## config.mk

```make
export PLATFORM = sky130hd
export DESIGN_NAME = crc8_framed_record_receiver
export DESIGN_NICKNAME = d
export VERILOG_FILES = /design/src/hw/rtl/crc8frr_pkg.sv /design/src/hw/rtl/crc8_framed_record_receiver.sv
export SDC_FILE = /design/constraint.sdc
export NUM_CORES = 1
export LEC_CHECK = 0
export BUFFER_PORTS_ARGS = -buffer_cell sky130_fd_sc_hd__buf_2
export CORE_AREA = 2 2 171 173
export CTS_CLUSTER_SIZE = 10
export DETAILED_ROUTE_END_ITERATION = 7
export DIE_AREA = 0 0 173 175
export MAX_ROUTING_LAYER = met4
export PLACE_DENSITY = 0.75
export SYNTH_ARGS = -nofsm -noshare
export SYNTH_HDL_FRONTEND = slang
export SYNTH_SLANG_ARGS = --single-unit
```

## constraint.sdc

```tcl
create_clock -name clk -period 4.23 [get_ports clk]
set_input_delay 0.6345 -clock clk [delete_from_list [all_inputs] [get_ports clk]]
set_output_delay 0.6345 -clock clk [all_outputs]
set_load 0.05 [all_outputs]
```

## src/hw/rtl/crc8frr_pkg.sv

```systemverilog
`default_nettype none

package crc8frr_pkg;

	localparam int BUF_DEPTH_DEF = 64;
	localparam int RECORD_BYTES = 13;
	localparam int HDR_BYTES = 2;

	localparam logic [7:0] START_BYTE = 8'hAA;
	localparam logic [7:0] END_BYTE = 8'h55;
	localparam logic [7:0] CRC_POLY = 8'h07;

	localparam logic [15:0] TIMEOUT_RESET = 16'd5000;
	localparam logic [7:0] TYPE_RESET = 8'h20;
	localparam logic [15:0] TICKS_MAX = 16'hFFFF;

	localparam logic CMD_BYTE = 1'b0;
	localparam logic CMD_TICK = 1'b1;

	localparam logic REG_TIMEOUT = 1'b0;
	localparam logic REG_TYPE = 1'b1;

	localparam logic [2:0] EV_NONE = 3'd0;
	localparam logic [2:0] EV_UPDATED = 3'd1;
	localparam logic [2:0] EV_OTHER = 3'd2;
	localparam logic [2:0] EV_CRC_ERR = 3'd3;
	localparam logic [2:0] EV_BAD_END = 3'd4;
	localparam logic [2:0] EV_OVERFLOW = 3'd5;
	localparam logic [2:0] EV_EXPIRED = 3'd6;

	function automatic logic [7:0] crc_step(input logic [7:0] crc, input logic [7:0] b);
		logic [7:0] v;
		v = crc ^ b;
		for (int k = 0; k < 8; k++) begin
			if (v[7]) begin
				v = {v[6:0], 1'b0} ^ CRC_POLY;
			end else begin
				v = {v[6:0], 1'b0};
			end
		end
		return v;
	endfunction

endpackage

`default_nettype wire

```

## src/hw/rtl/crc8_framed_record_receiver.sv

```systemverilog
`default_nettype none

// Parses start/end delimited frames (0xAA, type, length, payload, CRC-8 with
// polynomial 0x07, 0x55) from a stream of received bytes and time ticks, and
// holds the last record of the configured type: a count byte and three
// big-endian 32-bit words. Every input word yields exactly one output word
// carrying an event code and the held record as it stands after that word.
// The block takes one input word per clock cycle while the output is not
// stalled; each word passes through the input register and then the result
// register, with the combinational parser and CRC update between them.
// Ready on the input side follows the output side, so a stalled output
// stops input after the two internal registers fill. The held record clears
// once timeout_ticks ticks have passed since the last update.
module crc8_framed_record_receiver #(
	parameter int BUF_DEPTH = crc8frr_pkg::BUF_DEPTH_DEF
) (
	input wire logic clk,
	input wire logic arst_n,

	input wire logic s_tvalid,
	output logic s_tready,
	input wire logic [7:0] s_tdata,      // rx_byte
	input wire logic s_tuser,            // cmd

	output logic m_tvalid,
	input wire logic m_tready,
	// held_count, distance_bits, target_x_bits, target_y_bits
	output logic [103:0] m_tdata,
	output logic [2:0] m_tuser,          // frame_event

	input wire logic cfg_valid,
	output logic cfg_ready,
	input wire logic cfg_index,
	input wire logic [15:0] cfg_data
);

	localparam int IDX_W = $clog2(BUF_DEPTH + 1);
	localparam int CMP_W = (IDX_W > 9) ? IDX_W + 1 : 10;
	localparam int CAP_W = $clog2(crc8frr_pkg::RECORD_BYTES);

	logic [15:0] timeout_q;
	logic [7:0] rec_type_q;

	logic in_valid_s1;
	logic in_cmd_s1;
	logic [7:0] in_byte_s1;
	logic out_valid_q;
	logic [2:0] event_q;
	logic adv;

	logic in_frame_q, in_frame_n;
	logic [IDX_W-1:0] idx_q, idx_n;
	logic [7:0] ftype_q, ftype_n;
	logic [7:0] flen_q, flen_n;
	logic [7:0] crc_q, crc_n;
	logic [7:0] rcrc_q, rcrc_n;
	logic [7:0] cap_q [crc8frr_pkg::RECORD_BYTES];
	logic cap_we;
	logic [CAP_W-1:0] cap_addr;
	logic [7:0] count_q, count_n;
	logic [31:0] word_q [3];
	logic [31:0] word_n [3];
	logic [15:0] ticks_q, ticks_n;
	logic [15:0] ticks_inc;
	logic ever_q, ever_n;
	logic [2:0] event_n;
	logic [CMP_W-1:0] idx_c;
	logic [CMP_W-1:0] len_c;

	assign cfg_ready = 1'b1;
	assign adv = in_valid_s1 && (!out_valid_q || m_tready);
	assign s_tready = !in_valid_s1 || adv;

	assign m_tvalid = out_valid_q;
	assign m_tuser = event_q;
	assign m_tdata = {word_q[2], word_q[1], word_q[0], count_q};

	assign idx_c = CMP_W'(idx_q);
	assign len_c = CMP_W'(flen_q);
	assign ticks_inc = (ticks_q != crc8frr_pkg::TICKS_MAX) ? ticks_q + 16'd1 : ticks_q;

	always_comb begin
		in_frame_n = in_frame_q;
		idx_n = idx_q;
		ftype_n = ftype_q;
		flen_n = flen_q;
		crc_n = crc_q;
		rcrc_n = rcrc_q;
		count_n = count_q;
		word_n = word_q;
		ticks_n = ticks_q;
		ever_n = ever_q;
		event_n = crc8frr_pkg::EV_NONE;
		cap_we = 1'b0;
		cap_addr = CAP_W'(idx_q - IDX_W'(crc8frr_pkg::HDR_BYTES));
		if (in_cmd_s1 == crc8frr_pkg::CMD_TICK) begin
			if (ever_q) begin
				ticks_n = ticks_inc;
				if (ticks_inc >= timeout_q) begin
					count_n = 8'd0;
					word_n[0] = 32'd0;
					word_n[1] = 32'd0;
					word_n[2] = 32'd0;
					ever_n = 1'b0;
					event_n = crc8frr_pkg::EV_EXPIRED;
				end
			end
		end else if (!in_frame_q) begin
			if (in_byte_s1 == crc8frr_pkg::START_BYTE) begin
				in_frame_n = 1'b1;
				idx_n = '0;
				crc_n = 8'd0;
			end
		end else if (idx_c >= CMP_W'(BUF_DEPTH)) begin
			in_frame_n = 1'b0;
			event_n = crc8frr_pkg::EV_OVERFLOW;
		end else begin
			idx_n = idx_q + IDX_W'(1);
			if (idx_c == CMP_W'(0)) begin
				ftype_n = in_byte_s1;
				crc_n = crc8frr_pkg::crc_step(crc_q, in_byte_s1);
			end else if (idx_c == CMP_W'(1)) begin
				flen_n = in_byte_s1;
				crc_n = crc8frr_pkg::crc_step(crc_q, in_byte_s1);
			end else if (idx_c < len_c + CMP_W'(crc8frr_pkg::HDR_BYTES)) begin
				cap_we = idx_c < CMP_W'(crc8frr_pkg::RECORD_BYTES + crc8frr_pkg::HDR_BYTES);
				crc_n = crc8frr_pkg::crc_step(crc_q, in_byte_s1);
			end else if (idx_c == len_c + CMP_W'(crc8frr_pkg::HDR_BYTES)) begin
				rcrc_n = in_byte_s1;
			end else begin
				in_frame_n = 1'b0;
				priority if (in_byte_s1 != crc8frr_pkg::END_BYTE) begin
					event_n = crc8frr_pkg::EV_BAD_END;
				end else if (crc_q != rcrc_q) begin
					event_n = crc8frr_pkg::EV_CRC_ERR;
				end else if (ftype_q == rec_type_q
						&& flen_q >= 8'(crc8frr_pkg::RECORD_BYTES)) begin
					count_n = cap_q[0];
					word_n[0] = {cap_q[1], cap_q[2], cap_q[3], cap_q[4]};
					word_n[1] = {cap_q[5], cap_q[6], cap_q[7], cap_q[8]};
					word_n[2] = {cap_q[9], cap_q[10], cap_q[11], cap_q[12]};
					ticks_n = 16'd0;
					ever_n = 1'b1;
					event_n = crc8frr_pkg::EV_UPDATED;
				end else begin
					event_n = crc8frr_pkg::EV_OTHER;
				end
			end
		end
	end

	always_ff @(posedge clk or negedge arst_n) begin
		if (!arst_n) begin
			timeout_q <= crc8frr_pkg::TIMEOUT_RESET;
			rec_type_q <= crc8frr_pkg::TYPE_RESET;
		end else if (cfg_valid && cfg_ready) begin
			unique case (cfg_index)
				crc8frr_pkg::REG_TIMEOUT: timeout_q <= cfg_data;
				crc8frr_pkg::REG_TYPE: rec_type_q <= cfg_data[7:0];
			endcase
		end
	end

	always_ff @(posedge clk or negedge arst_n) begin
		if (!arst_n) begin
			in_valid_s1 <= 1'b0;
		end else if (s_tready) begin
			in_valid_s1 <= s_tvalid;
		end
	end

	always_ff @(posedge clk) begin
		if (s_tvalid && s_tready) begin
			in_cmd_s1 <= s_tuser;
			in_byte_s1 <= s_tdata;
		end
	end

	always_ff @(posedge clk or negedge arst_n) begin
		if (!arst_n) begin
			out_valid_q <= 1'b0;
			event_q <= crc8frr_pkg::EV_NONE;
			in_frame_q <= 1'b0;
			idx_q <= '0;
			ftype_q <= 8'd0;
			flen_q <= 8'd0;
			crc_q <= 8'd0;
			rcrc_q <= 8'd0;
			count_q <= 8'd0;
			word_q[0] <= 32'd0;
			word_q[1] <= 32'd0;
			word_q[2] <= 32'd0;
			ticks_q <= 16'd0;
			ever_q <= 1'b0;
		end else begin
			if (m_tready || !out_valid_q) begin
				out_valid_q <= adv;
			end
			if (adv) begin
				event_q <= event_n;
				in_frame_q <= in_frame_n;
				idx_q <= idx_n;
				ftype_q <= ftype_n;
				flen_q <= flen_n;
				crc_q <= crc_n;
				rcrc_q <= rcrc_n;
				count_q <= count_n;
				word_q <= word_n;
				ticks_q <= ticks_n;
				ever_q <= ever_n;
			end
		end
	end

	always_ff @(posedge clk) begin
		if (adv && cap_we) begin
			cap_q[cap_addr] <= in_byte_s1;
		end
	end

endmodule

`default_nettype wire
```

**After elaboration in Yosys (flattened, before gate mapping)**

Memories as Yosys holds them, arrays and structs flattened.
Cells that the tools add are included.

- Register bits: 199
- Bits in latches: 0
- Bits in writable memories: 104
- ROM bits: 0
- Input port bits: 31
- Logic and storage cells: 310
- Memories kept: 1

- Add/subtract/negate cells: 4
- $mul: 0
- Div/mod/pow operators: 0
- Order comparisons: 5
- Equal/unequal tests: 18
- Shift operators: 0
- Multiplexer cells: 211
- Bitwise gates (word level): 29
- Reduce and logical (&&, ||, !) cells: 23

Memory list:

| memory | words | bits a word | read ports | clocked after memory_dff | write ports | RTL line | text |
|---|---|---|---|---|---|---|---|
| cap_q | 13 | 8 | 13 | 0 | 1 | crc8_framed_record_receiver.sv:57 | `logic [7:0] cap_q [crc8frr_pkg::RECORD_BYTES];` |

Operators by type and width:

| operator | count |
|---|---|
| 96-bit two-way mux | 12 |
| 8-bit two-way mux | 123 |
| 16-bit two-way mux | 12 |
| 3-bit two-way mux | 32 |
| 3-bit inverter | 22 |
| 1-bit two-way mux | 27 |
| 7-bit two-way mux | 3 |
| 16-bit by 1-bit adder with 16-bit output (second input constant) | 1 |
| 16-bit greater-or-equal comparator | 1 |
| 16-bit inequality test (second input constant) | 1 |
| 2-bit inequality test (second input constant) | 8 |
| 12-bit AND reduction | 1 |
| 11-bit AND reduction | 1 |
| 10-bit zero test | 1 |
| 10-bit AND reduction | 1 |
| 5-bit AND reduction | 2 |
| 8-bit by 2-bit adder with 9-bit output (second input constant) | 1 |
| 7-bit by 9-bit equality test with 1-bit output | 1 |
| 7-bit by 9-bit less-than comparator with 1-bit output | 1 |
| 8-bit equality test | 1 |
| 8-bit equality test (second input constant) | 1 |
| 8-bit by 4-bit greater-or-equal comparator with 1-bit output (second input constant) | 1 |
| 8-bit by 7-bit inequality test with 1-bit output (second input constant) | 1 |
| 8-bit inequality test | 1 |
| 18 further kinds | 34 |

**Depth between registers and ports, before layout**

- Depth in word-level cells: 64
- Gate-level depth with buffers: 15
- Mapped depth without buffers: 13

**Worst setup path before layout**

OpenSTA, ideal clock, no wires.

- Kind: register -> register
- From: register ticks_q[0]
- To: register count_q[7]
- Arrival time: 3.292 ns
- Required time: 4.095 ns
- Slack: 0.802 ns
- Stages on the path, launching flop included: 15
- Path through: dfrtp_1 -> ha_1 -> nand2_1 -> nor3_1 -> nand2_1 -> nor3_1 -> xor2_1 -> ha_1 -> nand4_1 -> a2111oi_0 -> a211oi_2 -> nor2_2 -> buf_2 -> clkbuf_1 -> o21ai_0

- Cells in the longest elaborated chain, start to end: 5

Ends and longest elaborated chain:

| what | RTL line | text |
|---|---|---|
| start, declared | crc8_framed_record_receiver.sv:63 | `logic [15:0] ticks_q, ticks_n;` |
| start signal, assigned | crc8_framed_record_receiver.sv:209 | `ticks_q <= ticks_n;` |
| 16-bit by 1-bit adder with 16-bit output / 16-bit inequality test (equally long branches) | crc8_framed_record_receiver.sv:80 | `assign ticks_inc = (ticks_q != crc8frr_pkg::TICKS_MAX) ? ticks_q + 16'd1 : ticks_q;` |
| 16-bit two-way mux (*) | crc8_framed_record_receiver.sv:80 |  |
| 16-bit greater-or-equal comparator (*) | crc8_framed_record_receiver.sv:99 | `if (ticks_inc >= timeout_q) begin` |
| 2-bit by 1-bit inequality test with 1-bit output (no line) (*) | - |  |
| 12-bit AND reduction (no line) (*) | - |  |
| end signal, assigned | crc8_framed_record_receiver.sv:207 | `count_q <= count_n;` |
| end, declared | crc8_framed_record_receiver.sv:60 | `logic [7:0] count_q, count_n;` |

Mark *: on every way between the ends. The rest lies on a longest branch, timed or not.
A chain may end at the register's enable or synchronous reset.

**Worst setup path after layout**

- From: register ticks_q[0]
- To: register word_q, in the netlist m_tdata[8]

- Cells in the longest elaborated chain, start to end: 5

Ends and longest elaborated chain:

| what | RTL line | text |
|---|---|---|
| 16-bit by 1-bit adder with 16-bit output / 16-bit inequality test (equally long branches) | crc8_framed_record_receiver.sv:80 |  |
| 16-bit two-way mux (*) | crc8_framed_record_receiver.sv:80 |  |
| 16-bit greater-or-equal comparator (*) | crc8_framed_record_receiver.sv:99 |  |
| 2-bit by 1-bit inequality test with 1-bit output (no line) (*) | - |  |
| 12-bit AND reduction (no line) (*) | - |  |
| end signal, assigned | crc8_framed_record_receiver.sv:208 | `word_q <= word_n;` |
| end, declared | crc8_framed_record_receiver.sv:61 | `logic [31:0] word_q [3];` |

Marks and branches as above.

==> metrics.yaml <==
worst_ir_drop_vdd_mv: 0.268
drtAntennaViolNets: 0
start_kind: "flop"
clkSinkCount: 303
hold_class: "in -> async"
avgRoutedWirePerCell_um: 17.3
antenna_found_initial: 0
ios: 141
min_period_over_period_pct: 93.5
ys_seq_area_share_pct: 64.3
htreeDepth: 2
cts_resized: 0
tightest_slew_ps: 768
p_switching_w: 0.00202
critPathArrivalTime_ps: 4320
synth_cells: 1090
finClkSkew_ps: 22.3
start_util_pct: 44.7
dp_slack_ps: 486
drive_above_1_share_pct: 20.6
layout.nets: 1303
stdcell_count: 1653
clock_path_buffers: 3
std_cell_rows: 62
synth-edff-count: 113
first_global_vias: 8398
synthesis.area_um2: 12700
cts_setup_buffers: 0
io_buffers: 139
rsz0062_at_grt: "false"
period_needed_ps: 3960
total_leakage_power_nw: 6.60
ys_async_sr_fraction_pct: 62.7
hold_buffers: 0
switching_share_pct: 27.0
finalHoldViolations: 0
ctsRootBufferMaster: "clkbuf_16"
dr_total_vias: 8644
numCtsBuffers: 36
cp_max_fo: 43
crit_path_end_kind: "flop"
synth-seq-cells: 303
grt_pass1_wl_mm: 45.9
drtIter0Drc: 767
crit_type: "reg -> reg"
area_growth_pct: 17.8
post_drt_via_cell_ratio: 5.23
internal_power_w: 0.00547
synth_top_area_cell: "dfrtp_1"
gp_congestion: 0.887
syn_nets: 1152
fmax_mhz: 253
avgSynthCellArea_um2: 11.6
synth_cell_types: 61
cts_tree: "yes"
setup_viol: 0
p_seq_share_pct: 47.0
cp.required_ps: 4590
path_clk_slew_ps: 60
synth_area_leaders: "dfrtp_1 36%, edfxtp_1 27%, nand2_1 7.5%"
status: "complete, no violations"
slew_headroom_pct: 48.8
die_height_um: 175
yosys_most_used_dff: "dfrtp_1"
cap_violations: 0
wl_mm: 28.6
place_inst: 1587
drc: 0
drv_slew: 0
p_comb_share_pct: 15.7
antenna_cells: 0
powerDensity_nw_per_um2: 501
synth_top_cell_area_share_pct: 36.3
ys_warn_count: 0
p_clk_share_pct: 37.3
firstDrtPassIters: 5
post-dp-hpwl_mm: 18.2
grtUsageTotal_pct: 19.7
final_critical_path_setup_slack_ps: 273
finalSetupTns_ps: 0
dieArea_um2: 30300
grt-ovfl-total: 0
coreArea_um2: 28400
die_w_um: 173
insertion_delay_ps: 520
grt_start_max_net_pins: 107
[logic make-up after synthesis]
kind of cell / after synthesis / share of synthesized area [%]
AOI/OAI and AO/OA: 193 / 8.60
xor gates and xnor gates: 55 / 3.80
adders and majority gates: 31 / 3.06
buffers and inverters: 76 / 2.68
DFF: 303 / 64.3
muxes: 40 / 3.53
other: 1 / 0.0296
and+or+nand+nor: 391 / 14.0
[cell usage after synthesis, drive strengths merged, types with 3 or more instances]
master / instances
and4bb: 3
nand4: 7
xor2: 22
and3: 16
o21ai: 134
buf: 22
a31oi: 5
dfstp: 6
edfxtp: 113
inv: 28
and2: 7
a21o: 11
mux2: 38
clkbuf: 26
o2bb2ai: 3
dfrtp: 184
nor4: 3
nor2: 34
nand3: 21
nand2b: 7
xnor2: 33
nor3: 14
nand2: 255
ha: 31
o31ai: 9
a211oi: 3
nand3b: 7
a21oi: 17
[per-layer routing]
metal  vias to the layer above  global-route usage (%)  wire length (um)
li1                       4074                       -                 -
met1                      4261                    26.0             12500
met2                       247                    31.1             13800
met3                        62                    3.18              1480
met4                         0                    7.24               875
met5                         -                       -                 0
[through the flow]
stage               power [W]  util, %  instance area, um2  hold WS (ps)
floorplan             0.00440        -               12700           339
global placement      0.00469     48.9               13900           429
detailed placement    0.00474     48.9               13900           436
CTS                   0.00754     52.6               14900           204
global route          0.00783     52.6               14900           221
finish                0.00748     52.6               14900           155
[final cells by class]
cell class	count	area, um2
sequential	303	8160
tap	384	480
timing repair buffer	161	907
clock inverter	4	53.8
inverter	28	105
multi-input combinational	711	4220
fill	2417	13400
clock buffer	62	1020
[cell usage in the layout (no fill, tap or decap), types with 6 or more instances in the layout]
master / instances
and3_1: 16
xor2_1: 22
mux2_2: 38
o21ai_1: 47
dfrtp_1: 184
nand2b_1: 7
o21ai_0: 87
nand3b_1: 7
buf_4: 19
nand3_1: 21
a21oi_1: 17
clkbuf_1: 24
a21o_1: 11
and2_1: 6
nand2_1: 255
ha_1: 31
xnor2_1: 33
clkbuf_16: 36
nor3_1: 12
buf_2: 138
dfstp_2: 6
inv_1: 28
edfxtp_1: 113
o31ai_1: 9
nor2_1: 32
nand4_1: 7
[critical path: stages (launching register included)]
cell and delay [ps]:
dfrtp_1 420, ha_1 190, nand2_1 140, nor3_1 180
buf_4 170, nand3_1 240, nand2_1 180, xnor2_1 100
ha_1 300, o21ai_0 110, a2111oi_0 680, a211oi_2 260
nor2_4 230, buf_4 400, o21ai_0 190
[flip-flops by register name (all words and copies together) (netlist names), 3 cells and up]
| name | cells |
|---|---|
| rec_type_q | 8 |
| timeout_q | 16 |
| count_q | 8 |
| crc_q | 8 |
| flen_q | 8 |
| ftype_q | 8 |
| ticks_q | 16 |
| rcrc_q | 8 |
| idx_q | 7 |
| m_tdata | 96 |
| m_tuser | 3 |
| cap_q | 104 |
| in_byte_s1 | 8 |
[power groups by stage]
stage	sequential [W]	clock [W]	combinational [W]
floorplan	0.00352	0	0.000873
global placement	0.00355	0	0.00113
detailed placement	0.00357	0	0.00117
CTS	0.00351	0.00284	0.00118
global route	0.00354	0.00297	0.00132
finish	0.00352	0.00279	0.00117
[path summary, 6_finish.rpt]
check | startpoint | to | slack, ps | cells after the start
min in group clk | s_tdata[3] | in_byte_s1[3] | 300 | 1
worst max register to register | ticks_q[0] | m_tdata[8] | 270 | 14
max in group asynchronous | arst_n | m_tdata[82] | 3090 | 2
worst min-delay path | arst_n | timeout_q[14] | 160 | 1
worst min register to register | cap_q[0][2] | count_q[2] | 440 | 2
worst max-delay path | ticks_q[0] | m_tdata[8] | 270 | 14
Note: power is estimated with default switching activity, not from simulation.
